**config.mk**
```make
export PLATFORM = sky130hd
export DESIGN_NAME = ppt_front_flat
export DESIGN_NICKNAME = d
export VERILOG_FILES = /design/src/hdl/ppt_pkg.sv /design/src/hdl/ppt_if.sv /design/src/hdl/ppt_front.sv /design/src/flat_wrapper.sv
export SDC_FILE = /design/constraint.sdc
export NUM_CORES = 1
export LEC_CHECK = 0
export BUFFER_PORTS_ARGS = -buffer_cell sky130_fd_sc_hd__clkbuf_2
export CORE_UTILIZATION = 37
export DETAILED_ROUTE_END_ITERATION = 10
export GPL_TIMING_DRIVEN = 0
export PLACE_DENSITY_LB_ADDON = 0.1
export SKIP_LAST_GASP = 1
export SLEW_MARGIN = 20
export SYNTH_ARGS = -nofsm -noshare
export SYNTH_HDL_FRONTEND = slang
export SYNTH_SLANG_ARGS = --single-unit
```
**constraint.sdc**
```tcl
create_clock -name clk -period 2 [get_ports clk]
set_input_delay 0.4 -clock clk [delete_from_list [all_inputs] [get_ports clk]]
set_output_delay 0.4 -clock clk [all_outputs]
set_load 0.01 [all_outputs]
```
**src/hdl/ppt_pkg.sv**
```systemverilog
package ppt_pkg;

  localparam int CMD_W   = 2;
  localparam int SLOT_W  = 10;
  localparam int LABEL_W = 10;
  localparam int COL_W   = 8;
  localparam int PIX_W   = 8;

  localparam logic [CMD_W-1:0] CMD_NODE  = 2'd0;
  localparam logic [CMD_W-1:0] CMD_PIXEL = 2'd1;
  localparam logic [CMD_W-1:0] CMD_WALK  = 2'd2;

  localparam logic [1:0] OP_NODE  = 2'd0;
  localparam logic [1:0] OP_PIXEL = 2'd1;
  localparam logic [1:0] OP_WALK  = 2'd2;

  localparam int QUEUE_DEPTH = 4;
  localparam int QPTR_W      = 2;

  typedef struct packed {
    logic [LABEL_W-1:0] label;
    logic [COL_W-1:0]   col_a;
    logic [COL_W-1:0]   col_b;
    logic [SLOT_W-1:0]  kid_t;
    logic               has_t;
    logic [SLOT_W-1:0]  kid_f;
    logic               has_f;
  } node_t;

  typedef struct packed {
    logic [1:0]        op;
    logic [SLOT_W-1:0] slot;
    node_t             node;
    logic [COL_W-1:0]  col;
    logic [PIX_W-1:0]  pix;
  } entry_t;

  typedef struct packed {
    logic   valid;
    entry_t entry;
  } q_item_t;

endpackage

```
**src/hdl/ppt_if.sv**
```systemverilog
interface ppt_in_if import ppt_pkg::*; ();
  logic               valid;
  logic               ready;
  logic [CMD_W-1:0]   command;
  logic [SLOT_W-1:0]  node_index;
  logic [LABEL_W-1:0] node_label;
  logic [COL_W-1:0]   first_column;
  logic [COL_W-1:0]   second_column;
  logic [SLOT_W-1:0]  true_child;
  logic               true_present;
  logic [SLOT_W-1:0]  false_child;
  logic               false_present;
  logic [COL_W-1:0]   column_index;
  logic [PIX_W-1:0]   pixel_value;

  modport source (
    output valid, command, node_index, node_label, first_column, second_column,
    output true_child, true_present, false_child, false_present,
    output column_index, pixel_value,
    input  ready
  );
  modport sink (
    input  valid, command, node_index, node_label, first_column, second_column,
    input  true_child, true_present, false_child, false_present,
    input  column_index, pixel_value,
    output ready
  );
endinterface


```
**src/hdl/ppt_front.sv**
```systemverilog
module ppt_front import ppt_pkg::*; #(
  parameter int NODE_COUNT      = 1024,
  parameter int FEATURE_COLUMNS = 256
) (
  input  logic    clk,
  input  logic    rst,
  ppt_in_if.sink  cmd,
  output q_item_t push,
  input  logic    push_ready
);

  logic   stage_valid;
  entry_t stage_entry;
  entry_t entry_next;
  logic   keep;

  always_comb begin
    entry_next            = '0;
    entry_next.slot       = cmd.node_index;
    entry_next.node.label = cmd.node_label;
    entry_next.node.col_a = cmd.first_column;
    entry_next.node.col_b = cmd.second_column;
    entry_next.node.kid_t = cmd.true_child;
    entry_next.node.has_t = cmd.true_present && (32'(cmd.true_child) < NODE_COUNT);
    entry_next.node.kid_f = cmd.false_child;
    entry_next.node.has_f = cmd.false_present && (32'(cmd.false_child) < NODE_COUNT);
    entry_next.col        = cmd.column_index;
    entry_next.pix        = cmd.pixel_value;
    case (cmd.command)
      CMD_NODE: begin
        entry_next.op = OP_NODE;
        keep          = 32'(cmd.node_index) < NODE_COUNT;
      end
      CMD_PIXEL: begin
        entry_next.op = OP_PIXEL;
        keep          = 32'(cmd.column_index) < FEATURE_COLUMNS;
      end
      CMD_WALK: begin
        entry_next.op = OP_WALK;
        keep          = 1'b1;
      end
      default: begin
        entry_next.op = OP_WALK;
        keep          = 1'b0;
      end
    endcase
  end

  assign cmd.ready  = !stage_valid || push_ready;
  assign push.valid = stage_valid;
  assign push.entry = stage_entry;

  always_ff @(posedge clk) begin
    if (rst) begin
      stage_valid <= 1'b0;
    end else if (cmd.valid && cmd.ready) begin
      stage_valid <= keep;
    end else if (push_ready) begin
      stage_valid <= 1'b0;
    end
  end

  always_ff @(posedge clk) begin
    if (cmd.valid && cmd.ready) begin
      stage_entry <= entry_next;
    end
  end

endmodule

```
**src/flat_wrapper.sv**
```systemverilog
// flat-port wrapper written by rule: the top's interface ports become plain ports
module ppt_front_flat import ppt_pkg::*;
#(
  parameter int NODE_COUNT      = 1024,
  parameter int FEATURE_COLUMNS = 256
)
  (clk, rst, push, push_ready, cmd_valid, cmd_command, cmd_node_index, cmd_node_label, cmd_first_column, cmd_second_column, cmd_true_child, cmd_true_present, cmd_false_child, cmd_false_present, cmd_column_index, cmd_pixel_value, cmd_ready);
  ppt_in_if cmd_i ();
  input  logic clk;
  input  logic rst;
  output q_item_t push;
  input  logic push_ready;
  input wire logic [$bits(cmd_i.valid)-1:0] cmd_valid;
  input wire logic [$bits(cmd_i.command)-1:0] cmd_command;
  input wire logic [$bits(cmd_i.node_index)-1:0] cmd_node_index;
  input wire logic [$bits(cmd_i.node_label)-1:0] cmd_node_label;
  input wire logic [$bits(cmd_i.first_column)-1:0] cmd_first_column;
  input wire logic [$bits(cmd_i.second_column)-1:0] cmd_second_column;
  input wire logic [$bits(cmd_i.true_child)-1:0] cmd_true_child;
  input wire logic [$bits(cmd_i.true_present)-1:0] cmd_true_present;
  input wire logic [$bits(cmd_i.false_child)-1:0] cmd_false_child;
  input wire logic [$bits(cmd_i.false_present)-1:0] cmd_false_present;
  input wire logic [$bits(cmd_i.column_index)-1:0] cmd_column_index;
  input wire logic [$bits(cmd_i.pixel_value)-1:0] cmd_pixel_value;
  output wire logic [$bits(cmd_i.ready)-1:0] cmd_ready;
  assign cmd_i.valid = cmd_valid;
  assign cmd_i.command = cmd_command;
  assign cmd_i.node_index = cmd_node_index;
  assign cmd_i.node_label = cmd_node_label;
  assign cmd_i.first_column = cmd_first_column;
  assign cmd_i.second_column = cmd_second_column;
  assign cmd_i.true_child = cmd_true_child;
  assign cmd_i.true_present = cmd_true_present;
  assign cmd_i.false_child = cmd_false_child;
  assign cmd_i.false_present = cmd_false_present;
  assign cmd_i.column_index = cmd_column_index;
  assign cmd_i.pixel_value = cmd_pixel_value;
  assign cmd_ready = cmd_i.ready;
  ppt_front #(.NODE_COUNT(NODE_COUNT), .FEATURE_COLUMNS(FEATURE_COLUMNS)) u_core (.clk(clk), .rst(rst), .cmd(cmd_i), .push(push), .push_ready(push_ready));
endmodule
```
==> flow_metrics.tcl <==
set metrics [dict create \
    busiest_layer "met2" \
    hpwlAfterDp_microns 3400 \
    cts_sinks 77 \
    slew_headroom_pct 63.3 \
    finClkSkew_ps 7.51 \
    fin_tns_setup_ps 0 \
    die_w_microns 81.9 \
    pwr-share-seq_pct 56.5 \
    use_met2_pct 22.1 \
    ctsHoldBuffers 0 \
    area_growth_pct 46.8 \
    grt-ovfl-total 0 \
    grt_first_pass_wirelength_microns 6370 \
    wire_per_inst_microns 13.7 \
    clkLatencyLatePin_ps 330 \
    viasPerCell 4.22 \
    p_int_mw 2.70 \
    gr-usage-met3_pct 6.78 \
    use_met1_pct 14.1 \
    reg2reg_depth 3 \
    nFillCells 510 \
    cp.required_ps 2020 \
    syn_inst 84 \
    yosysSeqAreaShare_pct 97.5 \
    power.share.switching_pct 20.1 \
    setup_viol 0 \
    die_h_microns 81.9 \
    p_total_mw 3.38 \
    hold_depth 2 \
    synth_edf_count 76 \
    io_pins 158 \
    cts_setup_buffers 0 \
    stdcell_count 333 \
    criticalPathCategory "reg -> reg" \
    root_buffer "clkbuf_8" \
    fin_nets 333 \
    gp_congestion 0.780 \
    grt_max_degree 42 \
    dp_cells 317 \
    min_path_type "in -> reg" \
    wirelength_microns 4570 \
    cts_buffers 9 \
    status "completed" \
    rows 28 \
    arrival_ps 1550 \
    ys_async_sr_fraction_pct 0 \
    synth_fp_nets 164 \
    antenna_found_initial 0 \
    clockBufferDepth 2 \
    route.detailed.drc 0 \
    drive_gt1_share_pct 67.8 \
    portBuffers 157 \
    htreeDepth 3 \
    yosysMostFrequentCell "edfxtp_1" \
    ys_warn_count 0 \
    worst_pin_slew_ps 550 \
    antenna_left 0 \
    synth_top_cells_by_area "edfxtp_1, dfxtp_1, nand2b_4, a21bo_1, a21oi_2" \
    synth_flop_cell "edfxtp_1" \
    cap_violations 0 \
    vias 1404 \
    cts_tree "done" \
    cellLeakagePower_nw 1.54 \
    p_clk_share_pct 35.6 \
    synth_area_per_cell_sq_um 28.1 \
    grt_setup_unrepaired "no" \
    fin_crit_ps 1540 \
    die_area_sq_um 6700 \
    p_comb_share_pct 7.9 \
    firstDrtPassIters 4 \
    num_antenna_cells 0 \
    start_kind "flop" \
    synth_seq_cells 77 \
    start_util_pct 39.2 \
    slew_viol_final 0 \
    vdd_drop_max_mv 0.473 \
    max_freq_mhz 650 \
    synth_top_area_cell "edfxtp_1" \
    p_per_area_nw_per_um2 975 \
    track_usage_pct 13.7 \
    syn_area_sq_um 2360 \
    endpoint_kind "flop" \
    ys_types 9 \
    drtIter0Drc 87 \
    whs_ps 230 \
    grt_pass1_vias 1389 \
    p_sw_uw 678 \
    core_area_sq_um 6030 \
    critPathMaxFanout 41 \
    path_clk_slew_ps 70 \
    fin_area_sq_um 3470 \
    hold_viol 0 \
    min_period_over_period_pct 77.0 \
    synth_top_area_share_pct 96.7 \
    placed_cell_area_sq_um 3260 \
    cts_resized 0 \
]
## per-stage QoR
stage / utilization (%) / setup slack, ps
after floorplan: - / 63.0
after global placement: 53.8 / -334
after detailed placement: 54.1 / 249
after CTS: 57.5 / 435
after global routing: 57.5 / 362
final: 57.5 / 461
## final timing paths
kind,from,end,slack (ps)
worst max-delay path,u_core.stage_valid,u_core.push[36],460
worst min register to register,u_core.stage_valid,u_core.stage_valid,510
worst max register to register,u_core.stage_valid,u_core.push[36],460
worst min-delay path,rst,u_core.stage_valid,230
## registers in the layout (all words and copies together), names as in the netlist
| name | count |
|---|---|
| u_core.stage_valid | 1 |
| u_core.push | 76 |
## power by group through the flow
stage / Combinational (mW) / Clock, mW / Sequential [mW]
floorplan: 0.0378 / 0 / 2.00
finish: 0.266 / 1.20 / 1.91
global route: 0.292 / 1.30 / 1.92
global placement: 0.259 / 0 / 1.95
detailed placement: 0.271 / 0 / 1.95
CTS: 0.272 / 1.24 / 1.91
## routing by layer
layer  vias to the layer above  wire length (microns)
li1                        671                      -
met1                       630                   1690
met2                        93                   2240
met3                        10                    551
met4                         0                     94
met5                         -                      0
## layout by cell type (no fill, tap or decap)
master       n
edfxtp_1    76
buf_12       1
clkbuf_8     9
clkbuf_2   157
bufinv_16    2
and2b_1      1
dfxtp_1      1
clkinv_2     2
clkinv_1     2
buf_4        1
a21bo_1      1
a21oi_2      1
nand2b_4     1
and2_4       1
clkbuf_1     2
## cell families (layout without fill, tap and decap cells)
kind of cell,count (synthesis),in the layout,synth area share (%)
buffers and inverters,2,176,0.477
AND/OR/NAND/NOR,3,3,1.22
AO/OA/AOI/OAI,2,2,0.795
flip-flops,77,77,97.5
## final cells by class
type	instances	area, sq um	share of cell area (%)
Sequential cell	77	2300	66.4
Clock inverter	6	77.6	2.24
Multi-Input combinational cell	5	48.8	1.41
Tap cell	75	93.8	2.71
Timing Repair Buffer	158	806	23.2
Clock buffer	10	128	3.68
Buffer	2	11.3	0.325
## worst max-delay path: stages, from the launching register on
cell and delay [ps]:
dfxtp_1 340, nand2b_4 80, and2_4 500, buf_12 280
Power figures use the tool's default switching activity.
