===== src/hdl/ppt_pkg.sv =====
package ppt_pkg;

  localparam int CMD_W   = 2;
  localparam int SLOT_W  = 10;
  localparam int LABEL_W = 10;
  localparam int COL_W   = 8;
  localparam int PIX_W   = 8;

  localparam logic [CMD_W-1:0] CMD_NODE  = 2'd0;
  localparam logic [CMD_W-1:0] CMD_PIXEL = 2'd1;
  localparam logic [CMD_W-1:0] CMD_WALK  = 2'd2;

  localparam logic [1:0] OP_NODE  = 2'd0;
  localparam logic [1:0] OP_PIXEL = 2'd1;
  localparam logic [1:0] OP_WALK  = 2'd2;

  localparam int QUEUE_DEPTH = 4;
  localparam int QPTR_W      = 2;

  typedef struct packed {
    logic [LABEL_W-1:0] label;
    logic [COL_W-1:0]   col_a;
    logic [COL_W-1:0]   col_b;
    logic [SLOT_W-1:0]  kid_t;
    logic               has_t;
    logic [SLOT_W-1:0]  kid_f;
    logic               has_f;
  } node_t;

  typedef struct packed {
    logic [1:0]        op;
    logic [SLOT_W-1:0] slot;
    node_t             node;
    logic [COL_W-1:0]  col;
    logic [PIX_W-1:0]  pix;
  } entry_t;

  typedef struct packed {
    logic   valid;
    entry_t entry;
  } q_item_t;

endpackage


===== src/hdl/ppt_queue.sv =====
module ppt_queue import ppt_pkg::*; (
  input  logic    clk,
  input  logic    rst,
  input  q_item_t push,
  output logic    push_ready,
  output q_item_t pop,
  input  logic    pop_ready
);

  entry_t            slots [QUEUE_DEPTH];
  logic [QPTR_W-1:0] wr_ptr;
  logic [QPTR_W-1:0] rd_ptr;
  logic [QPTR_W:0]   count;
  logic              do_push;
  logic              do_pop;

  assign push_ready = count != (QPTR_W+1)'(QUEUE_DEPTH);
  assign pop.valid  = count != '0;
  assign pop.entry  = slots[rd_ptr];
  assign do_push    = push.valid && push_ready;
  assign do_pop     = pop.valid && pop_ready;

  always_ff @(posedge clk) begin
    if (rst) begin
      wr_ptr <= '0;
      rd_ptr <= '0;
      count  <= '0;
    end else begin
      if (do_push) begin
        wr_ptr <= wr_ptr + QPTR_W'(1);
      end
      if (do_pop) begin
        rd_ptr <= rd_ptr + QPTR_W'(1);
      end
      case ({do_push, do_pop})
        2'b10:   count <= count + (QPTR_W+1)'(1);
        2'b01:   count <= count - (QPTR_W+1)'(1);
        default: count <= count;
      endcase
    end
  end

  always_ff @(posedge clk) begin
    if (do_push) begin
      slots[wr_ptr] <= push.entry;
    end
  end

  a_count_bound: assert property (@(posedge clk) disable iff (rst)
    count <= (QPTR_W+1)'(QUEUE_DEPTH))
    else $error("queue count past depth");

endmodule


===== config.mk =====
export PLATFORM = sky130hd
export DESIGN_NAME = ppt_queue
export DESIGN_NICKNAME = d
export VERILOG_FILES = /design/src/hdl/ppt_pkg.sv /design/src/hdl/ppt_queue.sv
export SDC_FILE = /design/constraint.sdc
export NUM_CORES = 1
export LEC_CHECK = 0
export BUFFER_PORTS_ARGS = -buffer_cell sky130_fd_sc_hd__buf_2
export CAP_MARGIN = 20
export CORE_MARGIN = 3
export CORE_UTILIZATION = 51
export CTS_CLUSTER_DIAMETER = 50
export DETAILED_ROUTE_END_ITERATION = 8
export PLACE_DENSITY = 0.73
export SLEW_MARGIN = 20
export SYNTH_ARGS = -nofsm -noshare
export SYNTH_HDL_FRONTEND = slang
export SYNTH_SLANG_ARGS = --single-unit

===== constraint.sdc =====
create_clock -name clk -period 5.6 [get_ports clk]
set_clock_uncertainty 0.05 [all_clocks]
set_input_delay 0.28 -clock clk [delete_from_list [all_inputs] [get_ports clk]]
set_output_delay 0.28 -clock clk [all_outputs]
set_load 0.01 [all_outputs]

==> results of run 1 <==
==> logic make-up after synthesis <==
family	Yosys count	share of synthesized area [%]
compound gates	6	0.349
buf+inv	24	1.71
simple gates	18	0.763
mux	78	15.1
fa+ha+maj	6	0.719
xor+xnor	4	0.305
flops	313	81.1
==> final timing paths <==
| kind | end | slack, ps | cells after the start |
|---|---|---|---|
| setup / recovery | pop[45] | 2330 | 3 |
| hold / removal | count[0] | 50 | 2 |
| setup reg to reg | slots[0][57] | 2910 | 4 |
| hold reg to reg | wr_ptr[1] | 490 | 2 |
==> area by class of cell <==
type	instances	area (um^2)
Clock buffer	42	955
Clock inverter	18	189
Fill cell	1433	7520
Inverter	6	22.5
Multi-Input combinational cell	112	1990
Sequential cell	313	9320
Tap cell	280	350
Timing Repair Buffer	239	1620
==> cell usage in the layout, fill, tap and decap left out, types with 2 or more instances in the layout <==
cell	synthesis	routed
edfxtp_1	304	304
buf_2	5	157
mux4_2	76	76
dlygate4sd3_1	0	76
clkbuf_16	0	37
nor2_1	9	9
clkinv_1	0	8
dfxtp_1	9	7
inv_1	6	6
ha_1	5	5
and2_4	0	4
clkbuf_1	1	4
bufinv_16	0	4
clkinv_2	0	4
xor2_1	3	3
buf_6	1	3
or3_1	2	2
a21oi_1	2	2
nand2b_1	2	2
dfxtp_4	0	2
buf_4	3	2
==> state kept, by name, indices dropped and copies added, names as in the netlist, named ones only <==
name and cells:
rd_ptr 2, count 3, slots 304, wr_ptr 2
==> report_power, final <==
group          switching, mW  leakage [nW]  internal [mW]
sequential             0.148          2.87           2.83
combinational          0.647          1.50          0.683
clock                  0.843         0.559           1.39
total                   1.64          4.92           4.90
==> synth_stat cells <==
master / n
xnor2_1: 1
a21oi_1: 2
buf_2: 5
ha_1: 5
fa_1: 1
xor2_1: 3
o311ai_0: 1
buf_4: 3
dfxtp_1: 9
buf_1: 3
buf_12: 5
edfxtp_1: 304
a21boi_1: 1
and2_1: 4
o21ai_0: 1
or3_1: 2
o31a_1: 1
inv_1: 6
nand2_1: 1
nor2_1: 9
mux4_2: 76
mux2_2: 1
mux2i_1: 1
buf_6: 1
clkbuf_1: 1
nand2b_1: 2
==> metrics by stage <==
step	cells	area, um^2	power [mW]
after global placement	873	12500	4.30
after detailed placement	873	12500	4.34
after global routing	1010	14400	6.83
after floorplan	449	11500	3.93
final	1010	14400	6.54
after CTS	1009	14400	6.63
==> layer usage <==
| metal | vias to the layer above | GRT usage, % |
|---|---|---|
| met2 | 173 | 28.9 |
| met1 | 2863 | 23.8 |
| met3 | 41 | 4.55 |
| li1 | 2437 | - |
| met4 | 0 | 5.17 |
| met5 | - | 0 |
==> what timing repair did <==
action | CTS | global route
hold buffers | 76 | 0
endpoints found under the setup margin | 0 | 0
buffers inserted | 0 | 0
endpoints found under the hold margin | 304 | 0
==> worst max-delay path: stages (launching register included) <==
cell	delay (ps)
dfxtp_4	820
buf_4	750
mux4_2	620
buf_2	170
==> summary.txt, run 1 <==
Yosys
  • Yosys Warn Count: 0
  • Area contributors post-synth: edfxtp_1, mux4_2, dfxtp_1
  • Cells after synthesis: 449
  • Post-synth top area share: between 70% and 80%
  • Post-Syn Nets: 535
  • Post-synthesis sequential area ratio: between 80% and 90%
  • Synth area leader: edfxtp_1
  • Mapped cell area: roughly 11000 um^2
  • Mean Syn Cell Area: about 26 um^2
  • FF+latch count, synth: 313
  • Synth cell types: 26

Placed design
  • RePlAce Congestion: 0.714
  • Port bufs: 157
  • Setup WS pre-CTS: around 2700 ps
  • Post-detail-place hpwl: approximately 12000 um

Routing
  • Metal2 WL: 10300 um
  • Top Metal Used: met4
  • Met3 WL: 1350 um
  • Number of DRC markers in iteration 0: around 350
  • Antenna-violating nets left: 0
  • Via Count: 5514
  • Final wirelength: 21200 um
  • Avg WL per Cell: around 21 um
  • DRC: 0
  • First drt pass iteration count: 4
  • M1 WL: 9000 um
  • DR vias/cell: approximately 5.5

Global route
  • Grt ovf: 0
  • Largest net degree at the start of global routing: 77
  • GRT Util Overall: 17.7%
  • Vias in the first global route: 6027
  • First-pass GRT wire length: about 33000 um
  • Initial antenna violation count: 0

STA
  • Setup slack after layout: approximately 2300 ps
  • Final Cycle Share: between 50 and 60%
  • RSZ-0062 raised after global routing: false
  • Final Setup Violations: 0
  • Max Fclk: 306 MHz
  • WHS: 48.1 ps
  • Fin. Hold Viols: 0
  • Rel. slew slack: 40.9%
  • Slew of the pin with the lowest slew margin: around 890 ps
  • Final worst path period need: about 3300 ps
  • Final setup TNS: 0 ps
  • Max Slew Vio Count: 0

Worst setup path
  • Worst r2r src: count[0]
  • Setup CP Type: register to output pin
  • WP data arrival: 2940 ps
  • Crit path max fanout: 40
  • Worst Setup Start Kind: register
  • Endpoint type of the worst setup path: output pin
  • Critical Path RT: 5270 ps

Min path
  • Hold Crit Class: primary input to register
  • Hold_sp: rst

Outcome
  • Status: complete, no violations

Power
  • Peak VDD IR: 0.309 mV
  • Leak: 4.92 nW
  • Power Dens Cells: 453 nW/um^2

CTS
  • CTS Buf Count: 34
  • Worst-Skew Late Latency: 490 ps
  • Sink Count: 313
  • Clk slew on worst S/H paths: 60 ps
  • CTS tree: done
  • CTS root buf: clkbuf_16
  • Htree depth: 2
  • Max clock buf depth: 3
  • Resized Gates After CTS: 0

Floorplanning
  • Core box area: 22000 um^2
  • Initial core utilization: 52.3%
  • Die Wd: 156 um
  • DIE HEIGHT: between 150 and 200 um
  • I/O pins: 158
  • Die area: 24400 um^2
  • Num rows: 54

Final layout
  • Nets: 792
  • P&R area growth vs syn: 25.7%
  • N_diodes: 0
  • Layout cells sized above 1: about two fifths
  • Core Util, Final: 65.7%

Run
  • MaxCap Viol Count: 0
Note: power is estimated with default switching activity, not from simulation.
==> run 2: changes to the inputs <==
--- a/config.mk
+++ b/config.mk
@@ -11,7 +11,7 @@
 export CORE_UTILIZATION = 51
 export CTS_CLUSTER_DIAMETER = 50
 export DETAILED_ROUTE_END_ITERATION = 8
-export PLACE_DENSITY = 0.73
+export PLACE_DENSITY = 0.76
 export SLEW_MARGIN = 20
 export SYNTH_ARGS = -nofsm -noshare
 export SYNTH_HDL_FRONTEND = slang
==> constraint.sdc (replaced) <==
create_clock -name clk -period 2.7 [get_ports clk]
set_clock_uncertainty 0.05 [all_clocks]
set_input_delay 0.135 -clock clk [delete_from_list [all_inputs] [get_ports clk]]
set_output_delay 0.135 -clock clk [all_outputs]
set_load 0.01 [all_outputs]
==> run 2 against run 1 <==
First-iteration DRC count rose by 12%. Die area did not move. Critical path type unchanged. Largest cell class unchanged. Total power rose by 99%. Clock power rose by 77%.
==> summary.txt, run 2 (synthesized netlist as in run 1, its figures left out) <==
Floorplanning
  • Die Wd: 156 um (unchanged)
  • DIE HEIGHT: 156 um (unchanged)
  • Die area: 24400 um^2 (unchanged)
  • Num rows: 54 (unchanged)
  • Core box area: 22000 um^2 (unchanged)
  • Initial core utilization: 52.3% (unchanged)
  • I/O pins: 158 (unchanged)

STA
  • Max Fclk: 420 MHz
  • Final Cycle Share: 88.2%
  • Rel. slew slack: 60.6% (+20 points)
  • WHS: 67.3 ps (+19.2 ps)
  • Max Slew Vio Count: 0 (unchanged)
  • Fin. Hold Viols: 0 (unchanged)
  • RSZ-0062 raised after global routing: false
  • Setup slack after layout: 317 ps (-2010 ps)
  • Final worst path period need: 2380 ps
  • Slew of the pin with the lowest slew margin: 584 ps (-303 ps)
  • Final Setup Violations: 0 (unchanged)
  • Final setup TNS: 0 ps (unchanged)

Power
  • Peak VDD IR: 0.590 mV (+91%)
  • Leak: 4.90 nW (-0.44%)
  • Power Dens Cells: 904 nW/um^2 (+100%)

CTS
  • CTS Hold Bufs: 77 (+1.3%)
  • CTS root buf: clkbuf_16
  • Max clock buf depth: 3 (unchanged)
  • Htree depth: 1 (-1)
  • CTS tree: done
  • Sink Count: 313 (unchanged)
  • CTS Buf Count: 31 (-8.8%)
  • Total setup buffers inserted after CTS: 0 (unchanged)
  • Worst-Skew Late Latency: 530 ps (+40 ps)
  • Clk slew on worst S/H paths: 60 ps (about the same)
  • Resized Gates After CTS: 0 (unchanged)

Routing
  • First drt pass iteration count: 4 (unchanged)
  • Avg WL per Cell: 21.4 um (+2.1%)
  • Number of DRC markers in iteration 0: 386 (+12%)
  • DRC: 0 (unchanged)
  • Via Count: 5506 (-0.15%)
  • DR vias/cell: 5.43 (-0.54%)
  • Antenna-violating nets left: 0 (unchanged)
  • Final wirelength: 21700 um (+2.5%)

Run
  • MaxCap Viol Count: 0 (unchanged)

Final layout
  • Fin cells: 1014 (+0.40%)
  • Commonest cells after routing, fill and taps aside: edfxtp_1, buf_2, dlygate4sd3_1
  • Max reg flops: 304 (unchanged)
  • N_diodes: 0 (unchanged)
  • Largest registers: slots (304), count (3)
  • Largest Register: slots
  • P&R area growth vs syn: 25.4%
  • Layout cells sized above 1: 40.5% (+0.19 points)
  • Commonest non-fill, non-tap cell in the layout: edfxtp_1
  • Nets: 797 (+0.63%)
  • FILL cells: 1402 (-2.2%)

Placed design
  • Port bufs: 157 (unchanged)
  • Post-detail-place hpwl: 13100 um (+11%)
  • Setup WS pre-CTS: 439 ps (-2290 ps)
  • Dpl cells: 881 (+0.92%)
  • RePlAce Congestion: 0.757 (+6.1%)

Worst setup path
  • Critical path's slowest cell: mux4_2
  • Crit path buf inv count: 2 (unchanged)
  • Crit path max fanout: 29 (-28%)
  • WP data arrival: 2200 ps (-740 ps)
  • Setup CP Type: register to output pin
  • Critical Path RT: 2520 ps (-2750 ps)
  • CP top delay family: buffers and inverters
  • CP cell instances: buf_4 > mux4_2 > buf_2
  • Worst Setup Start Kind: register
  • Endpoint type of the worst setup path: output pin
  • Max stage delay on crit path: 630 ps (-190 ps)

Global route
  • Largest net degree at the start of global routing: 48 (-38%)
  • Initial antenna violation count: 0 (unchanged)
  • Grt ovf: 0 (unchanged)
  • Vias in the first global route: 5953 (-1.2%)
  • First-pass GRT wire length: 33700 um (+1.9%)
  • GRT Util Overall: 18.0% (+0.31 points)

Outcome
  • Status: complete, no violations

Min path
  • Hold Crit Class: primary input to register
[run 2: stage by stage]
stage / power (mW) / utilization [%] / instance area [um^2]
6_report: 13.0 / 65.6 / 14400
4_1_cts: 13.2 / 65.6 / 14400
3_3_place_gp: 9.03 / 57.7 / 12700
5_1_grt: 13.6 / 65.6 / 14400
3_5_place_dp: 9.12 / 57.7 / 12700
2_1_floorplan: 8.13 / - / 11500
[run 2: worst reg2reg max path, stage by stage, from the launching register on]
cell	delay (ps)
dfxtp_1	360
nor2_1	170
a21boi_1	90
buf_4	170
inv_1	60
ha_1	180
inv_1	70
fa_1	390
xor2_1	170
or3_1	330
a21oi_1	180
[run 2: worst paths after layout]
kind	start	end	slack [ps]	cells past startpoint
max	register	pop[71]	320	3
min reg2reg	wr_ptr[1]	wr_ptr[1]	470	2
max reg2reg	count[1]	count[2]	410	10
min	pop_ready	rd_ptr[0]	70	4
[run 2: layout make-up]
class                      instances  area (um^2)  share of cell area, %
clock buffer                      34          787                   5.47
clock inverter                    22          166                   1.16
inverter                           6         22.5                  0.156
multi-input combinational        112         1990                   13.8
sequential                       313         9320                   64.7
tap                              280          350                   2.43
timing repair buffer             247         1770                   12.3
[run 2: where the power goes]
group	leakage, nW	internal, mW	switching, mW
sequential	2.87	5.86	0.156
clock	0.474	2.29	1.69
combinational	1.56	1.49	1.54
[run 2: layer usage]
metal	part of all wire (%)	wire length, um	global-route usage [%]
met3	6.7	1460	3.83
met2	51	11100	30.6
met5	0	0	0
met1	40	8750	24.2
met4	1.7	363	4.12
